`config.mk`:
```
export PLATFORM = sky130hd
export DESIGN_NAME = tdp_rem
export DESIGN_NICKNAME = d
export VERILOG_FILES = /design/src/hw/rtl/tdp_pkg.sv /design/src/hw/rtl/tdp_rem.sv
export SDC_FILE = /design/constraint.sdc
export NUM_CORES = 1
export LEC_CHECK = 0
export BUFFER_PORTS_ARGS = -buffer_cell sky130_fd_sc_hd__buf_2
export CAP_MARGIN = 20
export CORE_MARGIN = 3
export CORE_UTILIZATION = 50
export DETAILED_ROUTE_END_ITERATION = 16
export HOLD_SLACK_MARGIN = 0.05
export PLACE_DENSITY = 0.67
export SLEW_MARGIN = 5
export SYNTH_ARGS = -nofsm -noshare
export SYNTH_HDL_FRONTEND = slang
export SYNTH_SLANG_ARGS = --single-unit
export TNS_END_PERCENT = 1
```
`constraint.sdc`:
```
create_clock -name clk -period 6 [get_ports clk]
set_clock_uncertainty 0.15 [all_clocks]
set_input_delay 0.9 -clock clk [delete_from_list [all_inputs] [get_ports clk]]
set_output_delay 0.9 -clock clk [all_outputs]
set_load 0.01 [all_outputs]
```
`src/hw/rtl/tdp_pkg.sv`:
```
// Shared widths, types and state codes for the trial-division prime tester.
// Used by tdp_rem and trial_division_prime_test; no dependencies.
`default_nettype none
package tdp_pkg;
	localparam int WIDTH  = 32;            // bits of the tested value, sign included
	localparam int NUM_W  = 32;            // width of the number field on the port
	localparam int DW     = WIDTH / 2 + 1; // divisor width, covers sqrt of the largest value
	localparam int SQW    = WIDTH + 1;     // running square of the divisor
	localparam int CW     = $clog2(WIDTH); // bit counter of the serial remainder
	localparam int OUT_W  = 8;             // is_prime padded to a byte

	typedef enum logic [1:0] {
		ST_IDLE,
		ST_CHECK,
		ST_DIVIDE,
		ST_FINISH
	} tdp_state_t;

	typedef struct packed {
		logic done;  // one-cycle pulse, remainder ready
		logic zero;  // remainder is zero, valid with done
	} tdp_rem_status_t;
endpackage
`default_nettype wire

```
`src/hw/rtl/tdp_rem.sv`:
```
// Bit-serial restoring remainder unit: dividend mod divisor, one dividend bit per cycle.
// Depends on tdp_pkg.
`default_nettype none
module tdp_rem (
	input  wire logic                        clk,
	input  wire logic                        arst_n,
	input  wire logic                        start,
	input  wire logic [tdp_pkg::WIDTH-1:0]   dividend,
	input  wire logic [tdp_pkg::DW-1:0]      divisor,
	output tdp_pkg::tdp_rem_status_t         status
);
	import tdp_pkg::*;

	logic            busy_q;
	logic            done_q;
	logic [CW-1:0]   cnt_q;
	logic [WIDTH-1:0] shift_q;
	logic [DW-1:0]   rem_q;
	logic [DW-1:0]   div_q;
	logic [DW:0]     trial;
	logic [DW:0]     diff;
	logic [DW-1:0]   rem_next;

	// shift the next dividend bit into the partial remainder
	assign trial    = {rem_q, shift_q[WIDTH-1]};
	assign diff     = trial - {1'b0, div_q};
	assign rem_next = (trial >= {1'b0, div_q}) ? diff[DW-1:0] : trial[DW-1:0];

	always_ff @(posedge clk or negedge arst_n) begin
		if (!arst_n) begin
			busy_q <= 1'b0;
			done_q <= 1'b0;
			cnt_q  <= '0;
		end else begin
			// pulse on the last shift
			done_q <= !start && busy_q && (cnt_q == '0);
			if (start) begin
				busy_q <= 1'b1;
				cnt_q  <= CW'(WIDTH - 1);
			end else if (busy_q) begin
				cnt_q <= cnt_q - 1'b1;
				if (cnt_q == '0) begin
					busy_q <= 1'b0;
				end
			end
		end
	end

	always_ff @(posedge clk) begin
		if (start) begin
			shift_q <= dividend;
			div_q   <= divisor;
			rem_q   <= '0;
		end else if (busy_q) begin
			shift_q <= {shift_q[WIDTH-2:0], 1'b0};
			rem_q   <= rem_next;
		end
	end

	assign status = '{done: done_q, zero: (rem_q == '0)};
endmodule
`default_nettype wire

```
==> impl_metrics.json <==
{
  "final_core_utilization_pct": 60.01,
  "async_reset_ff_share_pct": 9.589,
  "critPathLaunchType": "flip-flop",
  "drv_slew": 0,
  "slowest_delay_ps": 660,
  "synth_ff_type": "edfxtp_1",
  "clkTransAtPathRegs_ps": 80,
  "drive_gt1_share_pct": 27.41,
  "syn2layout_area_growth_pct": 14.13,
  "max_freq_ghz": 0.3180,
  "worstPathRequired_ps": 6110,
  "die_w_um": 94.26,
  "yosysSeqAreaShare_pct": 51.01,
  "cts_tree": "yes",
  "vias": 2699,
  "path_delay_family": "simple AND/OR/NAND/NOR gates",
  "worstMarginPinSlew_ps": 807.2,
  "routed_wl_um": 7444,
  "viasPerCell": 5.475,
  "powerDensity_nw_per_um2": 396.4,
  "ant_nets": 0,
  "setup-tns-final_ps": 0,
  "cts_made_buffers": 9,
  "gp_congestion": 0.8581,
  "n_fill_cell": 629,
  "crit_path_max_fanout": 16,
  "grt_antenna_before_repair": 0,
  "relSlewSlack_pct": 46.19,
  "clock-root-buffer": "clkbuf_8",
  "antenna_cells": 0,
  "avgSynthCellArea_sq_um": 11.56,
  "crit_buf_inv": 0,
  "leakage_nw": 1.836,
  "wire_per_inst_um": 15.10,
  "worstPathCellList": "ha_1 > nand4_1 > nor4_1 > nor3_1 > a21oi_2 > or2_1 > o311ai_0 > a311oi_1",
  "rows": 31,
  "io_pins": 54,
  "cts_setup_buffers": 0,
  "port_buffers": 53,
  "clock_latency_ps": 350,
  "hold_viol": 0,
  "synth.area.top_cells": "edfxtp_1, mux2_2, dfxtp_1",
  "synth_edf_count": 49,
  "drc": 0,
  "initial_core_util_pct": 52.58,
  "yosys.area.top_type": "edfxtp_1",
  "outcome": "completed",
  "chipHeight_um": 94.26,
  "hp-class": "in -> async",
  "cap_violations": 0,
  "period_minus_slack_ps": 3145,
  "finalSetupViolCount": 0,
  "grt_max_degree": 52,
  "grt_pass1_wl_um": 12310,
  "initialDrtViolationCount": 236,
  "critical_path_class": "reg -> reg",
  "firstDrtPassIters": 4,
  "crit_path_end_kind": "flip-flop",
  "nets": 461,
  "ctsResizeCount": 0,
  "yosysWarnings": 0,
  "synth_nets": 409,
  "htree_num_levels": 3,
  "grt_remaining_overflow": 0,
  "syn_area_sq_um": 3895,
  "crit_slowest_cell": "or2_1",
  "cp.arrival_ps": 3250,
  "hpwl_um": 5124,
  "grt_pass1_vias": 2657,
  "synth.top_cell.area_share_pct": 37.78,
  "cts_sinks": 73,
  "period_share_pct": 52.41,
  "core-area_sq_um": 7408,
  "grtUsageTotal_pct": 18.06,
  "rsz0062_at_grt": "no",
  "vdd_drop_max_uv": 237.9,
  "die-area_sq_um": 8885,
  "max-clock-path-buffers": 2,
  "hold_buffers": 0,
  "synth.distinct_cells": 53,
  "ys_seq_elements": 73,
  "synth_cells": 337
}
## layout by cell type (no fill, tap or decap), types with 2 or more instances in the layout
master     count
nor2_1        23
bufinv_16      2
nor3_1         3
and2_1         3
a21oi_1       13
dfxtp_1       17
nand2_1       13
and3_1         4
xnor2_1       13
o31ai_1        2
a211oi_1      12
o21ai_1        3
a31oi_1        3
nand2b_1      12
nand4_1        3
o21bai_1       4
ha_1          19
mux2i_1       10
clkbuf_8       9
dfrtp_1        7
a21boi_0       2
buf_2         53
a21o_1         5
xor2_1         3
edfxtp_1      49
mux2_2        31
nor4_1         5
o21ai_0       11
nand3_1        4
o21a_1         2
a21oi_2        3
clkinv_4       3
inv_1         23
buf_4          2
a311oi_1       3
## registers in the layout (all words and copies together) (netlist names)
signal,cells
busy_q,1
cnt_q,5
done_q,1
shift_q,32
rem_q,17
div_q,17
## cells in the mapped netlist, drive strengths merged (5+ instances only)
master / count
o21ai: 14
dfxtp: 17
nor2: 23
a21o: 5
nor4: 5
ha: 19
inv: 23
dfrtp: 7
a21oi: 16
xnor2: 13
mux2: 31
clkbuf: 6
nand2: 13
a211oi: 13
buf: 8
nand2b: 12
mux2i: 10
edfxtp: 49
## logic make-up (layout without fill, tap and decap cells)
kind of cell / after synthesis / count (layout) / synth area share (%)
buffers and inverters: 37 / 94 / 4.079
AOI/OAI and AO/OA: 73 / 73 / 13.01
xor gates and xnor gates: 16 / 16 / 3.598
DFF: 73 / 73 / 51.01
and+or+nand+nor: 77 / 77 / 10.15
adders and majority gates: 20 / 20 / 6.617
muxes: 41 / 41 / 11.53
## power breakdown
part	internal [W]	total, W	switching [W]
Sequential	0.000619	0.000686	0.0000662
Combinational	0.000293	0.000651	0.000358
Clock	0.000234	0.000426	0.000192
Total	0.00115	0.00176	0.000616
## final timing paths
check	endpoint	cells after the start	startpoint	slack, ps
setup reg to reg	rem_q[9]	8	rem_q[9]	2860
setup / recovery	rem_q[9]	8	rem_q[9]	2860
hold reg to reg	rem_q[1]	2	rem_q[1]	380
min in group clk	rem_q[1]	2	rem_q[1]	380
hold / removal	cnt_q[2]	1	arst_n	220
max in group asynchronous	busy_q	1	arst_n	5320
## layer usage
metal,global-route usage (%),wire (um),up-vias
met2,28.66,3467,65
met5,0,0,-
met1,23.85,3452,1278
met4,6.498,105,0
met3,4.647,419,9
li1,-,-,1347
## stage by stage
| stage | setup WS (ps) | std cells | hold WS [ps] | cell area (sq um) | power (W) |
|---|---|---|---|---|---|
| finish | 2855 | 493 | 217.0 | 4446 | 0.001762 |
| detailed placement | 2881 | 477 | 369.0 | 4227 | 0.001336 |
| global route | 2565 | 493 | 207.1 | 4446 | 0.001875 |
| CTS | 2859 | 493 | 206.2 | 4446 | 0.001769 |
| floorplan | 3188 | 337 | 334.9 | 3895 | 0.001185 |
| global placement | 2949 | 477 | 355.0 | 4227 | 0.001329 |
## final cells by class
type	count	area, sq um	share of cell area, %
timing repair buffer	55	280.3	6.305
clock buffer	9	123.9	2.786
multi-input combinational	227	1749	39.35
clock inverter	7	95.09	2.139
inverter	23	86.33	1.942
tap	99	123.9	2.786
sequential	73	1987	44.69
(Power assumes the default switching activity.)
